===== config.mk =====
export PLATFORM = sky130hd
export DESIGN_NAME = led_pattern_generator_core
export DESIGN_NICKNAME = d
export VERILOG_FILES = /design/src/ledpg_pkg.sv /design/src/led_pattern_generator_core.sv
export SDC_FILE = /design/constraint.sdc
export NUM_CORES = 1
export LEC_CHECK = 0
export ABC_AREA = 1
export BUFFER_PORTS_ARGS = -buffer_cell sky130_fd_sc_hd__buf_2
export CAP_MARGIN = 15
export CELL_PAD_IN_SITES_DETAIL_PLACEMENT = 0
export CELL_PAD_IN_SITES_GLOBAL_PLACEMENT = 1
export CORE_UTILIZATION = 45
export DETAILED_ROUTE_END_ITERATION = 6
export PLACE_DENSITY = 0.84
export SLEW_MARGIN = 20
export SYNTH_ARGS = -nofsm -noshare
export SYNTH_HDL_FRONTEND = slang
export SYNTH_SLANG_ARGS = --single-unit

===== constraint.sdc =====
create_clock -name clk -period 3.69 [get_ports clk]
set_input_delay 0.1845 -clock clk [delete_from_list [all_inputs] [get_ports clk]]
set_output_delay 0.1845 -clock clk [all_outputs]
set_load 0.02 [all_outputs]

===== src/ledpg_pkg.sv =====
`timescale 1ns / 1ps
// Shared constants for the LED / buzzer pattern generator.
// Mode codes, field widths, pattern thresholds and reset values; no dependencies.
package ledpg_pkg;

  // Default geometry
  localparam int NUM_CHANNELS_DEF = 5;
  localparam int COUNT_WIDTH_DEF  = 16;

  // Field widths fixed by the stream format
  localparam int ACTION_W  = 1;
  localparam int CHANNEL_W = 3;
  localparam int MODE_W    = 4;
  localparam int PIN_W     = 5;   // mask, request and pin_levels widths
  localparam int S_DATA_W  = 16;  // channel, new_mode, request mask, zero pad
  localparam int M_DATA_W  = 8;   // pin_levels, zero pad

  // Action codes
  localparam logic [ACTION_W-1:0] ACT_TICK     = 1'b0;
  localparam logic [ACTION_W-1:0] ACT_SET_MODE = 1'b1;

  // Mode codes
  localparam logic [MODE_W-1:0] MODE_OFF    = 4'd0;
  localparam logic [MODE_W-1:0] MODE_ON     = 4'd1;
  localparam logic [MODE_W-1:0] MODE_SLOW   = 4'd2;
  localparam logic [MODE_W-1:0] MODE_FAST   = 4'd3;
  localparam logic [MODE_W-1:0] MODE_ONCE   = 4'd4;
  localparam logic [MODE_W-1:0] MODE_BEEP   = 4'd5;
  localparam logic [MODE_W-1:0] MODE_FLASH  = 4'd6;
  localparam logic [MODE_W-1:0] MODE_TOGGLE = 4'd7;
  localparam logic [MODE_W-1:0] MODE_COMBI  = 4'd8;

  // Pattern thresholds, in ticks
  localparam int SLOW_ON_MAX   = 50;
  localparam int SLOW_WRAP     = 100;
  localparam int FAST_ON_MAX   = 10;
  localparam int FAST_WRAP     = 20;
  localparam int ONCE_ON_MAX   = 2;
  localparam int BEEP_ON_MAX   = 25;
  localparam int FLASH_ON_LT   = 2;
  localparam int FLASH_WRAP    = 200;
  localparam int COMBI_A_END   = 10;
  localparam int COMBI_B_START = 50;
  localparam int COMBI_B_END   = 60;
  localparam int COMBI_C_START = 100;
  localparam int COMBI_C_END   = 150;
  localparam int COMBI_WRAP    = 200;

  // Channel 0 is the life LED
  localparam int LIFE_CHANNEL = 0;

endpackage


===== src/led_pattern_generator_core.sv =====
`timescale 1ns / 1ps
// LED / buzzer pattern generator: per-channel mode, tick counter and pin level.
// Depends on ledpg_pkg.
//
// Each accepted item (tick or set_mode) is applied to the channel state in the
// cycle it is taken, and its pin_levels result is pushed into a two-entry output
// queue, so one item per clock is sustained; the input stalls only when both
// queue entries hold results that the sink has not taken. Per-channel work is a
// handful of constant compares and one counter increment, all in parallel.
// After reset the life LED runs slow blink (pin high), the others are off, and
// every counter reads one. Polarity writes on the cfg channel are always taken
// and apply from the next tick that drives a pin.
module led_pattern_generator_core #(
  parameter int NUM_CHANNELS = ledpg_pkg::NUM_CHANNELS_DEF,
  parameter int COUNT_WIDTH  = ledpg_pkg::COUNT_WIDTH_DEF
) (
  input  logic                            clk,
  input  logic                            rst,
  // Input items
  input  logic                            s_tvalid,
  output logic                            s_tready,
  // [2:0] channel, [6:3] new_mode, [11:7] toggle_request_mask, [15:12] zero
  input  logic [ledpg_pkg::S_DATA_W-1:0]  s_tdata,
  // [0] action
  input  logic [ledpg_pkg::ACTION_W-1:0]  s_tuser,
  // Results
  output logic                            m_tvalid,
  input  logic                            m_tready,
  // [4:0] pin_levels, [7:5] zero
  output logic [ledpg_pkg::M_DATA_W-1:0]  m_tdata,
  // Polarity register write
  input  logic                            cfg_valid,
  output logic                            cfg_ready,
  input  logic [ledpg_pkg::PIN_W-1:0]     cfg_data
);

  localparam int PW = ledpg_pkg::PIN_W;
  localparam int CW = COUNT_WIDTH;
  localparam logic [CW-1:0] CNT_MAX = {CW{1'b1}};

  // Input field unpacking
  logic [ledpg_pkg::CHANNEL_W-1:0] in_channel;
  logic [ledpg_pkg::MODE_W-1:0]    in_new_mode;
  logic [PW-1:0]                   in_req;
  logic                            in_fire;
  logic                            in_tick;

  assign in_channel  = s_tdata[ledpg_pkg::CHANNEL_W-1:0];
  assign in_new_mode = s_tdata[ledpg_pkg::CHANNEL_W +: ledpg_pkg::MODE_W];
  assign in_req      = s_tdata[ledpg_pkg::CHANNEL_W + ledpg_pkg::MODE_W +: PW];
  assign in_fire     = s_tvalid && s_tready;
  assign in_tick     = (s_tuser == ledpg_pkg::ACT_TICK);

  // Polarity register
  logic [PW-1:0] neg_mask;

  assign cfg_ready = 1'b1;

  always_ff @(posedge clk) begin
    if (rst) begin
      neg_mask <= '0;
    end else if (cfg_valid && cfg_ready) begin
      neg_mask <= cfg_data;
    end
  end

  // Channel state
  logic [ledpg_pkg::MODE_W-1:0] channel_mode [NUM_CHANNELS];
  logic [CW-1:0]                tick_count   [NUM_CHANNELS];
  logic                         pin_level    [NUM_CHANNELS];
  logic                         pin_step     [NUM_CHANNELS];

  for (genvar c = 0; c < NUM_CHANNELS; c++) begin : g_ch
    logic                         neg;
    logic                         req;
    logic                         set_hit;
    logic [ledpg_pkg::MODE_W-1:0] mode_step;
    logic [CW-1:0]                cnt_wrap;
    logic [CW-1:0]                cnt_step;
    logic [CW-1:0]                n;

    // Channels past the field width see no polarity or request bit
    if (c < PW) begin : g_io
      assign neg = neg_mask[c];
      assign req = in_req[c];
    end else begin : g_no_io
      assign neg = 1'b0;
      assign req = 1'b0;
    end

    assign n = tick_count[c];
    assign set_hit = (32'(in_channel) == c) && (channel_mode[c] != in_new_mode);

    // Evaluate one tick for this channel
    always_comb begin
      mode_step   = channel_mode[c];
      cnt_wrap    = n;
      pin_step[c] = pin_level[c];
      case (channel_mode[c])
        ledpg_pkg::MODE_OFF: begin
          pin_step[c] = neg;
        end
        ledpg_pkg::MODE_ON: begin
          pin_step[c] = ~neg;
        end
        ledpg_pkg::MODE_SLOW: begin
          pin_step[c] = (n <= CW'(ledpg_pkg::SLOW_ON_MAX)) ^ neg;
          if (n >= CW'(ledpg_pkg::SLOW_WRAP)) cnt_wrap = '0;
        end
        ledpg_pkg::MODE_FAST: begin
          pin_step[c] = (n <= CW'(ledpg_pkg::FAST_ON_MAX)) ^ neg;
          if (n >= CW'(ledpg_pkg::FAST_WRAP)) cnt_wrap = '0;
        end
        ledpg_pkg::MODE_ONCE, ledpg_pkg::MODE_BEEP: begin
          if (n <= ((channel_mode[c] == ledpg_pkg::MODE_ONCE) ?
                    CW'(ledpg_pkg::ONCE_ON_MAX) : CW'(ledpg_pkg::BEEP_ON_MAX))) begin
            pin_step[c] = ~neg;
          end else begin
            pin_step[c] = neg;
            mode_step   = ledpg_pkg::MODE_OFF;
            cnt_wrap    = '0;
          end
        end
        ledpg_pkg::MODE_FLASH: begin
          pin_step[c] = (n < CW'(ledpg_pkg::FLASH_ON_LT)) ^ neg;
          if (n >= CW'(ledpg_pkg::FLASH_WRAP)) cnt_wrap = '0;
        end
        ledpg_pkg::MODE_TOGGLE: begin
          pin_step[c] = pin_level[c] ^ req;
        end
        ledpg_pkg::MODE_COMBI: begin
          if (n < CW'(ledpg_pkg::COMBI_WRAP)) begin
            pin_step[c] = ((n < CW'(ledpg_pkg::COMBI_A_END)) ||
                           (n >= CW'(ledpg_pkg::COMBI_B_START) &&
                            n <  CW'(ledpg_pkg::COMBI_B_END)) ||
                           (n >= CW'(ledpg_pkg::COMBI_C_START) &&
                            n <  CW'(ledpg_pkg::COMBI_C_END))) ^ neg;
          end else begin
            cnt_wrap = '0;
          end
        end
        default: begin
          // Undefined codes hold the pin; the counter still advances
        end
      endcase
      cnt_step = (cnt_wrap < CNT_MAX) ? cnt_wrap + CW'(1) : cnt_wrap;
    end

    // Update state on an accepted transfer
    always_ff @(posedge clk) begin
      if (rst) begin
        channel_mode[c] <= (c == ledpg_pkg::LIFE_CHANNEL) ?
                           ledpg_pkg::MODE_SLOW : ledpg_pkg::MODE_OFF;
        tick_count[c]   <= CW'(1);
        pin_level[c]    <= (c == ledpg_pkg::LIFE_CHANNEL);
      end else if (in_fire) begin
        if (in_tick) begin
          channel_mode[c] <= mode_step;
          tick_count[c]   <= cnt_step;
          pin_level[c]    <= pin_step[c];
        end else if (set_hit) begin
          channel_mode[c] <= in_new_mode;
          tick_count[c]   <= '0;
        end
      end
    end
  end

  // Gather the reported pin word
  logic [PW-1:0] pins_cur;
  logic [PW-1:0] pins_tick;
  logic [PW-1:0] result;

  for (genvar i = 0; i < PW; i++) begin : g_pins
    if (i < NUM_CHANNELS) begin : g_used
      assign pins_cur[i]  = pin_level[i];
      assign pins_tick[i] = pin_step[i];
    end else begin : g_unused
      assign pins_cur[i]  = 1'b0;
      assign pins_tick[i] = 1'b0;
    end
  end

  assign result = in_tick ? pins_tick : pins_cur;

  // Two-entry output queue: head drives m_tdata, tail catches a stalled result
  logic [PW-1:0] out_head;
  logic [PW-1:0] out_tail;
  logic [1:0]    out_count;
  logic          out_pop;

  assign out_pop  = m_tvalid && m_tready;
  assign m_tvalid = (out_count != 2'd0);
  assign s_tready = (out_count != 2'd2);
  assign m_tdata  = {{(ledpg_pkg::M_DATA_W - PW){1'b0}}, out_head};

  always_ff @(posedge clk) begin
    if (rst) begin
      out_count <= 2'd0;
    end else begin
      out_count <= out_count + {1'b0, in_fire} - {1'b0, out_pop};
    end
  end

  always_ff @(posedge clk) begin
    if (out_pop) begin
      if (out_count == 2'd2) begin
        out_head <= out_tail;
        if (in_fire) out_tail <= result;
      end else if (in_fire) begin
        out_head <= result;
      end
    end else if (in_fire) begin
      if (out_count == 2'd0) begin
        out_head <= result;
      end else begin
        out_tail <= result;
      end
    end
  end

endmodule


==> impl_metrics.toml, run 1 <==
[drt]
routed_wl_um = 32300
first_pass_iters = 5
num_vias = 11641
via_per_inst = 5.33
postRouteAntennaNets = 0
met2_length_um = 15300
dr.max_layer_used = "met4"
detailedRoute.firstIterationViolations = 989
post-route-drc-count = 0
avgRoutedWirePerCell_um = 14.8
met1_length_um = 15100
wl_met3_um = 1350

[synthesis]
synth.area.top_cells = "edfxtp_1, nand2_1, inv_1, nand3_1, nor2_1"
ys_seq_elements = 122
synth_flop_cell = "edfxtp_1"
ys_warn_count = 0
yosysMostFrequentCell = "nand2_1"
yosys.area.top_type = "edfxtp_1"
synth_cell_types = 61
synth-edff-count = 115
synth_area_um2 = 11800
syn_avg_cell_area_um2 = 6.67
yosys-top-cells-count = "nand2_1, inv_1, nor2_1"
synth-seq-area-share_pct = 30.3
async_reset_ff_share_pct = 0
yosysTopAreaCellShare_pct = 29.1
synthCells = 1777

[place]
placedCellCount = 2145
dp_slack_ns = 0.0483
portBuffers = 29
place.gp.congestion = 0.933
dpl.hpwl_um = 24400

[setup_path]
ff2ff_path_depth = 27
reg2reg_setup_slack_ns = 0.30
cp_slowest_cell = "edfxtp_1"
criticalPathCategory = "reg -> reg"
critPathTopFamily = "simple AND/OR/NAND/NOR gates"
crit_path_end_kind = "register"
worstPathBufferInverterCount = 5
regToRegEndpoint = "tick_count[1][0]$_SDFFCE_PP0P_"
crit_top_cell = "nand2_1"
rr_startpoint = "channel_mode[1][2]$_SDFFCE_PN0P_"
cp.arrival_ns = 3.57
worstSetupStartpointType = "register"
required_ns = 3.86
slowest_delay_ns = 0.36
cp_max_fo = 9

[clocking]
cts-root-buf = "clkbuf_16"
numCtsBuffers = 17
clock-sinks = 122
cts_tree = "done"
clock_latency_ns = 0.42
clk_path_buf_depth = 2
clk_pin_slew_ns = 0.06
h-tree-depth = 4

[layout]
drive_gt1_share_pct = 14.5
seq_area_um2 = 3590
syn2layout_area_growth_pct = 11.6
instances_no_fill = 2185
n_antenna_cell = 0
num-fill-cells = 2636
multi_input_area_um2 = 6890
nNetsFinal = 1891

[power_and_ir_drop]
combPwrFrac_pct = 32.8
switching_power_mw = 2.02
total_leakage_power_nw = 6.23
power.internal_mw = 3.28
power_mw = 5.31
p_seq_share_pct = 35.7
p_per_area_nw_per_um2 = 401
swShare_pct = 38.1
ir_worst_vdd_mv = 0.315
p_clk_share_pct = 31.5

[floorplanning]
die_x_um = 164
io_pins = 38
coreArea_um2 = 25900
placementRows = 59
start_util_pct = 45.7
die_h_um = 164
die-area_um2 = 27000

[hold_path]
hold_start = "cfg_data[4]"
min_to = "neg_mask[4]$_SDFFE_PP0P_"
hp-class = "in -> reg"
whs_path_depth = 3

[timing]
timing.final.crit_share_pct = 92.0
tns_ns = 0
setup_viol = 0
timing.fmax_mhz = 295
hold_viol = 0
maxSlewViolCount = 0
layout_min_cycle_time_ns = 3.39
setup_ws_ns = 0.297
max_slew_margin_pct = 40.6
tightest_slew_ns = 0.889
final.setup_skew_ns = 0.0147

[status]
outcome = "finished clean"

[global_route]
grt_max_degree = 58
groute.usage.overall_pct = 24.4
grt_overflow = 0
antenna_found_initial = 0
grt_pass1_wl_um = 52400
grt_pass1_vias = 10758

[flow_run]
drv_cap = 0
## cells in the final DEF (no fill, tap or decap), types with 6 or more instances in the layout
cell type and count:
nor2_2 27, nand3_4 7, nor2_4 21, nor4_1 8
nand2_1 393, inv_1 282, a31oi_1 11, ha_1 24
a21oi_1 39, nor3_1 38, dfxtp_1 7, nand3_1 205
nor3_2 9, clkbuf_16 17, nand4_1 69, o21ai_0 48
o21ai_1 6, nand3b_1 14, nor2_1 238, nand2_2 14
inv_2 28, xnor2_1 28, edfxtp_1 115, o211ai_1 15
nand3_2 13, buf_4 55, buf_2 29, xor2_1 8
## power groups by stage
stage,Sequential (mW),Combinational (mW),Clock [mW]
2_1_floorplan,1.88,1.28,0
3_3_place_gp,1.92,1.66,0
3_5_place_dp,1.92,1.68,0
4_1_cts,1.89,1.69,1.70
5_1_grt,1.92,1.96,1.75
6_report,1.89,1.74,1.67
## per-layer routing
metal	track usage [%]	vias up
li1	-	5939
met1	32.1	5376
met2	41.5	284
met3	3.13	42
met4	7.41	0
met5	0	-
## how the worst max path moves through the flow
stage	slack, ns	endpoint	start	cells after the start
finish	0.30	tick_count[1][0]$_SDFFCE_PP0P_	channel_mode[1][2]$_SDFFCE_PN0P_	27
global route	-0.01	tick_count[2][5]$_SDFFCE_PP0P_	channel_mode[2][3]$_SDFFCE_PN0P_	24
CTS	0.01	tick_count[1][0]$_SDFFCE_PP0P_	channel_mode[1][3]$_SDFFCE_PN0P_	26
detailed placement	0.05	tick_count[1][0]$_SDFFCE_PP0P_	channel_mode[1][3]$_SDFFCE_PN0P_	26
global placement	0.13	tick_count[1][0]$_SDFFCE_PP0P_	channel_mode[1][3]$_SDFFCE_PN0P_	26
floorplan	0.38	tick_count[4][1]$_SDFFCE_PP0P_	channel_mode[4][3]$_SDFFCE_PN0P_	26
## area by class of cell
cell class	count	area share, %
multi-input combinational	1297	52.1
sequential	122	27.2
inverter	315	8.99
timing repair buffer	84	4.22
clock buffer	17	3.22
tap	335	3.17
clock inverter	15	1.12
## tightest hold or removal path, cell delays in order
cell	delay, ns
buf_2	0.07
o21ai_0	0.07
a21oi_1	0.10
## flip-flops by register name (all words and copies together) (netlist names)
| register | cells |
|---|---|
| tick_count | 80 |
| channel_mode | 20 |
| neg_mask | 5 |
| out_head | 5 |
| out_tail | 5 |
| pin_level | 5 |
| out_count | 2 |
## timing repair
action                     4_1_cts  5_1_grt
resized for setup                0       27
hold buffers                     0        0
setup buffers                    0        8
setup endpoints to repair        0       79
## per-stage QoR
stage | hold slack [ns] | cell area (um^2) | util (%)
after global placement | 0.458 | 12500 | 48.2
final | 0.0484 | 13200 | 51.0
after CTS | 0.0345 | 13100 | 50.4
after global routing | 0.0408 | 13200 | 51.0
after detailed placement | 0.474 | 12500 | 48.2
after floorplan | 0.256 | 11900 | -
## cells by family after synthesis
| kind of cell | share of synthesized area (%) |
|---|---|
| XOR/XNOR | 2.66 |
| buffers and inverters | 12.4 |
| adder cells (fa/ha/maj) | 2.85 |
| flip-flops | 30.3 |
| AND/OR/NAND/NOR | 44.3 |
| AO/OA/AOI/OAI | 7.40 |
| other | 0.0634 |
Note: power is estimated with default switching activity, not from simulation.
==> run 2, diff against run 1 <==
==> constraint.sdc (replaced) <==
create_clock -name clk -period 3.69 [get_ports clk]
set_input_delay 0.738 -clock clk [delete_from_list [all_inputs] [get_ports clk]]
set_output_delay 0.738 -clock clk [all_outputs]
set_load 0.02 [all_outputs]
==> run 2 against run 1 <==
The run now ends with design-rule violations left. Sequential share of layout area grew 0.054 points. Total power shrank 0.57%. Setup slack gained 0.0083 ns. Wire length shrank 0.63%.
==> impl_metrics.toml, run 2 (synthesized netlist as in run 1, its figures left out) <==
[status]
outcome = "complete, but fails checks"
violations = "design-rule violations"

[clocking]
clock_latency_ns = 0.42
cts_tree = "done"
holdBufCountCts = 0
numCtsBuffers = 17
h-tree-depth = 4
clk_pin_slew_ns = 0.06
clk_path_buf_depth = 2
clock-sinks = 122
cts-root-buf = "clkbuf_16"

[place]
placedCellCount = 2147
place.gp.congestion = 0.947
placed_area_um2 = 12500
portBuffers = 29
dpl.hpwl_um = 24500
dp_slack_ns = 0.0782

[hold_path]
hold_start = "out_count[1]$_SDFF_PP0_"
hp-class = "reg -> reg"
min_to = "out_count[1]$_SDFF_PP0_"
whs_path_depth = 1

[timing]
timing.fmax_mhz = 295
max_slew_margin_pct = 42.7
hold_ws_ns = 0.495
hold_viol = 0
setup_ws_ns = 0.305
maxSlewViolCount = 0
tns_ns = 0
layout_min_cycle_time_ns = 3.38
tightest_slew_ns = 0.858
setup_viol = 0
final.setup_skew_ns = 0.0174
timing.final.crit_share_pct = 91.7

[layout]
instances_no_fill = 2184
largest_register_ff_count = 80
largestRegisters = "tick_count (80), channel_mode (20)"
final_cell_area_um2 = 13200
layout_common_cells = "nand2_1, inv_1, nor2_1"
syn2layout_area_growth_pct = 11.4
regMostFlops = "tick_count"
drive_gt1_share_pct = 14.7
n_antenna_cell = 0
nNetsFinal = 1890
final_common_cell = "nand2_1"
num-fill-cells = 2661

[setup_path]
cp_max_fo = 12
rr_startpoint = "channel_mode[1][3]$_SDFFCE_PN0P_"
cp_slowest_cell = "edfxtp_1"
required_ns = 3.86
criticalPathCategory = "reg -> reg"
cp.arrival_ns = 3.56
worstSetupStartpointType = "register"
reg2reg_setup_slack_ns = 0.31
crit_path_end_kind = "register"
regToRegEndpoint = "tick_count[1][0]$_SDFFCE_PP0P_"
slowest_delay_ns = 0.44
ff2ff_path_depth = 26
crit_top_cell = "nand2_1"

[floorplanning]
placementRows = 59
die_h_um = 164
io_pins = 38
start_util_pct = 45.7
coreArea_um2 = 25900
die_x_um = 164
die-area_um2 = 27000

[global_route]
grt_overflow = 0
grt_pass1_wl_um = 53400
grt_pass1_vias = 10828
antenna_found_initial = 0
groute.usage.overall_pct = 24.8
grt_max_degree = 58

[power_and_ir_drop]
p_clk_share_pct = 31.2
p_seq_share_pct = 35.8
ir_worst_vdd_mv = 0.310
p_per_area_nw_per_um2 = 400
total_leakage_power_nw = 6.20
swShare_pct = 38.8
power.internal_mw = 3.23
combPwrFrac_pct = 33.0
switching_power_mw = 2.05

[drt]
detailedRoute.firstIterationViolations = 1013
num_vias = 11671
post-route-drc-count = 2
avgRoutedWirePerCell_um = 14.7
first_pass_iters = 7
routed_wl_um = 32100
via_per_inst = 5.34
postRouteAntennaNets = 0

[flow_run]
drv_cap = 0
run 2: worst max-delay path by stage:
stage,to,startpoint,slack [ns]
5_1_grt,tick_count[3][0]$_SDFFCE_PP0P_,channel_mode[3][3]$_SDFFCE_PN0P_,-0.02
4_1_cts,tick_count[1][0]$_SDFFCE_PP0P_,channel_mode[1][3]$_SDFFCE_PN0P_,0.08
6_report,tick_count[1][0]$_SDFFCE_PP0P_,channel_mode[1][3]$_SDFFCE_PN0P_,0.31
3_5_place_dp,tick_count[1][0]$_SDFFCE_PP0P_,channel_mode[1][3]$_SDFFCE_PN0P_,0.08
2_1_floorplan,tick_count[4][1]$_SDFFCE_PP0P_,channel_mode[4][3]$_SDFFCE_PN0P_,0.38
3_3_place_gp,tick_count[4][10]$_SDFFCE_PP0P_,channel_mode[4][1]$_SDFFCE_PN0P_,0.18
run 2: area by class of cell:
class	instances	area, um^2	area share (%)
repair buffers	83	563	4.27
well taps	335	419	3.18
inverters	315	1190	9.01
clock inverters	15	140	1.06
clock buffers	17	425	3.22
flip-flops and latches	122	3590	27.2
multi-input cells	1297	6870	52.0
run 2: metal layers:
metal	vias up	global-route usage, %	wire length (um)
met1	5396	33.4	15200
li1	5938	-	-
met4	0	6.94	517
met3	41	2.80	1350
met5	-	0	0
met2	296	41.5	15000
run 2: repair_timing:
action,CTS,global route
buffers inserted,0,5
setup endpoints to repair,0,72
resized for setup,0,22
run 2: metrics by stage:
| stage | utilization, % | power, mW |
|---|---|---|
| after detailed placement | 48.3 | 3.61 |
| after floorplan | - | 3.16 |
| after CTS | 50.5 | 5.26 |
| final | 50.9 | 5.28 |
| after global placement | 48.3 | 3.59 |
| after global routing | 50.9 | 5.61 |
run 2: critical path, delay by kind of cell (launching register included):
family | cells | cell delay [ns]
buffers and inverters | 4 | 0.30
adder cells (fa/ha/maj) | 2 | 0.48
AND/OR/NAND/NOR | 20 | 1.95
flip-flops | 1 | 0.44
run 2: power by group through the flow:
stage	clock network (mW)	logic, mW	registers (mW)
floorplan	0	1.28	1.88
global placement	0	1.68	1.91
detailed placement	0	1.69	1.92
CTS	1.66	1.70	1.89
global route	1.73	1.97	1.91
finish	1.64	1.74	1.89
==> run 3, diff against run 2 <==
--- a/config.mk
+++ b/config.mk
@@ -12,7 +12,7 @@
 export CELL_PAD_IN_SITES_GLOBAL_PLACEMENT = 1
 export CORE_UTILIZATION = 45
 export DETAILED_ROUTE_END_ITERATION = 6
-export PLACE_DENSITY = 0.84
+export PLACE_DENSITY = 0.83
 export SLEW_MARGIN = 20
 export SYNTH_ARGS = -nofsm -noshare
 export SYNTH_HDL_FRONTEND = slang
==> run 3 against run 2 <==
The run now ends clean. Worst hold slack got worse by 0.014 ns. Sequential share of layout area fell by 0.064 points. Non-clock buffer count rose by 2. Via count fell by 0.87%. Clock skew fell by 0.0026 ns.
==> impl_metrics.toml, run 3 (synthesized netlist as in run 1, its figures left out) <==
[drt]
dr.max_layer_used = "met4"
postRouteAntennaNets = 0
post-route-drc-count = 0
num_vias = 11570
via_per_inst = 5.29
met2_length_um = 14800
met1_length_um = 15100
first_pass_iters = 5
detailedRoute.firstIterationViolations = 991
routed_wl_um = 32000
wl_met3_um = 1560
avgRoutedWirePerCell_um = 14.6

[clocking]
holdBufCountCts = 0
clock-sinks = 122
cts_tree = "done"
h-tree-depth = 4
numCtsBuffers = 17
clk_path_buf_depth = 2
cts-root-buf = "clkbuf_16"
clock_latency_ns = 0.42
clk_pin_slew_ns = 0.06

[timing]
layout_min_cycle_time_ns = 3.39
tns_ns = 0
timing.fmax_mhz = 295
max_slew_margin_pct = 42.1
hold_ws_ns = 0.481
final.setup_skew_ns = 0.0149
hold_viol = 0
setup_ws_ns = 0.300
maxSlewViolCount = 0
setup_viol = 0
timing.final.crit_share_pct = 91.9
tightest_slew_ns = 0.867

[setup_path]
critPathTopFamily = "simple AND/OR/NAND/NOR gates"
crit_top_cell = "nand2_1"
cp.arrival_ns = 3.53
worstPathCellList = "nor2_2 > inv_1 > nor2_4 > inv_1 > ha_1 > nand2_1 > nand2_1 > nand2_1 > nand2_1 > nand2_1 > nand3_1 > nand2_1 > nand2_1 > nand2_4 > nor2_8 > nor2_2 > ha_2 > nand2_1 > nor2_4 > buf_4 > nand2_1 > xnor2_1 > nor2_1 > nor2_1"
rr_startpoint = "channel_mode[1][3]$_SDFFCE_PN0P_"
ff2ff_path_depth = 24
criticalPathCategory = "reg -> reg"
cp_slowest_cell = "edfxtp_1"
slowest_delay_ns = 0.40
regToRegEndpoint = "tick_count[1][6]$_SDFFCE_PP0P_"
required_ns = 3.83
worstPathBufferInverterCount = 3
crit_path_end_kind = "register"
worstSetupStartpointType = "register"
cp_max_fo = 6
reg2reg_setup_slack_ns = 0.30

[global_route]
antenna_found_initial = 1
groute.usage.overall_pct = 24.6
grt_pass1_wl_um = 52800
grt_max_degree = 58
grt_pass1_vias = 10645
grt_overflow = 0

[layout]
drive_gt1_share_pct = 14.6
regMostFlops = "tick_count"
largestRegisters = "tick_count (80), channel_mode (20)"
syn2layout_area_growth_pct = 11.7
nNetsFinal = 1892
largest_register_ff_count = 80
final_cell_area_um2 = 13200
layout_common_cells = "nand2_1, inv_1, nor2_1"
finish.utilization_pct = 51.1
final_common_cell = "nand2_1"

[power_and_ir_drop]
total_leakage_power_nw = 6.23
ir_worst_vdd_mv = 0.293
p_per_area_nw_per_um2 = 401

[place]
dp_slack_ns = 0.136
dpl.hpwl_um = 24500
place.gp.congestion = 0.951
portBuffers = 29
placed_area_um2 = 12500

[floorplanning]
placementRows = 59
io_pins = 38
start_util_pct = 45.7
die_x_um = 164
die_h_um = 164
coreArea_um2 = 25900
die-area_um2 = 27000

[hold_path]
hold_start = "out_count[1]$_SDFF_PP0_"
min_to = "out_count[1]$_SDFF_PP0_"
whs_path_depth = 1
hp-class = "reg -> reg"

[status]
outcome = "finished clean"

[flow_run]
drv_cap = 0
[run 3: cell count changes in the layout (fill, tap and decap cells not counted), moves of 2 or more]
cell	before	now
clkbuf_1	0	2
nand2_2	14	12
buf_6	0	2
clkbuf_8	0	2
inv_6	5	0
[run 3: area by class of cell]
cell class                      count  area (um^2)
Inverter                          315         1190
Clock buffer                       21          460
Multi-Input combinational cell   1297         6860
Tap cell                          335          419
Fill cell                        2641        12700
Clock inverter                     11          121
Antenna cell                        1         2.50
Sequential cell                   122         3590
Timing Repair Buffer               85          586
[run 3: worst max path at each step]
stage	from	endpoint	slack [ns]	depth (start not counted)
global placement	channel_mode[4][3]$_SDFFCE_PN0P_	tick_count[4][5]$_SDFFCE_PP0P_	0.17	27
global route	channel_mode[3][3]$_SDFFCE_PN0P_	tick_count[3][0]$_SDFFCE_PP0P_	-0.0007	24
detailed placement	channel_mode[4][3]$_SDFFCE_PN0P_	tick_count[4][5]$_SDFFCE_PP0P_	0.14	27
finish	channel_mode[1][3]$_SDFFCE_PN0P_	tick_count[1][6]$_SDFFCE_PP0P_	0.30	24
floorplan	channel_mode[4][3]$_SDFFCE_PN0P_	tick_count[4][1]$_SDFFCE_PP0P_	0.38	26
CTS	channel_mode[2][3]$_SDFFCE_PN0P_	tick_count[2][8]$_SDFFCE_PP0P_	0.12	24
[run 3: per-layer routing]
metal  vias to the layer above  global-route usage [%]
met1                      5305                    33.8
met3                        38                    2.83
met5                         -                       0
met4                         0                    6.90
met2                       286                    40.4
li1                       5941                       -
[run 3: stage by stage]
stage          cells  power [mW]
4_1_cts         2182        5.31
5_1_grt         2186        5.62
6_report        2187        5.30
3_3_place_gp    2150        3.59
2_1_floorplan   1779        3.16
3_5_place_dp    2150        3.61
[run 3: power by group]
group | leakage, nW | switching, mW | internal [mW]
sequential | 1.25 | 0.168 | 1.72
combinational | 4.70 | 1.16 | 0.570
clock | 0.283 | 0.656 | 1.03
[run 3: what timing repair did]
action,in CTS,in global routing
gates resized for setup,0,24
setup buffers,0,4
setup endpoints to repair,0,76
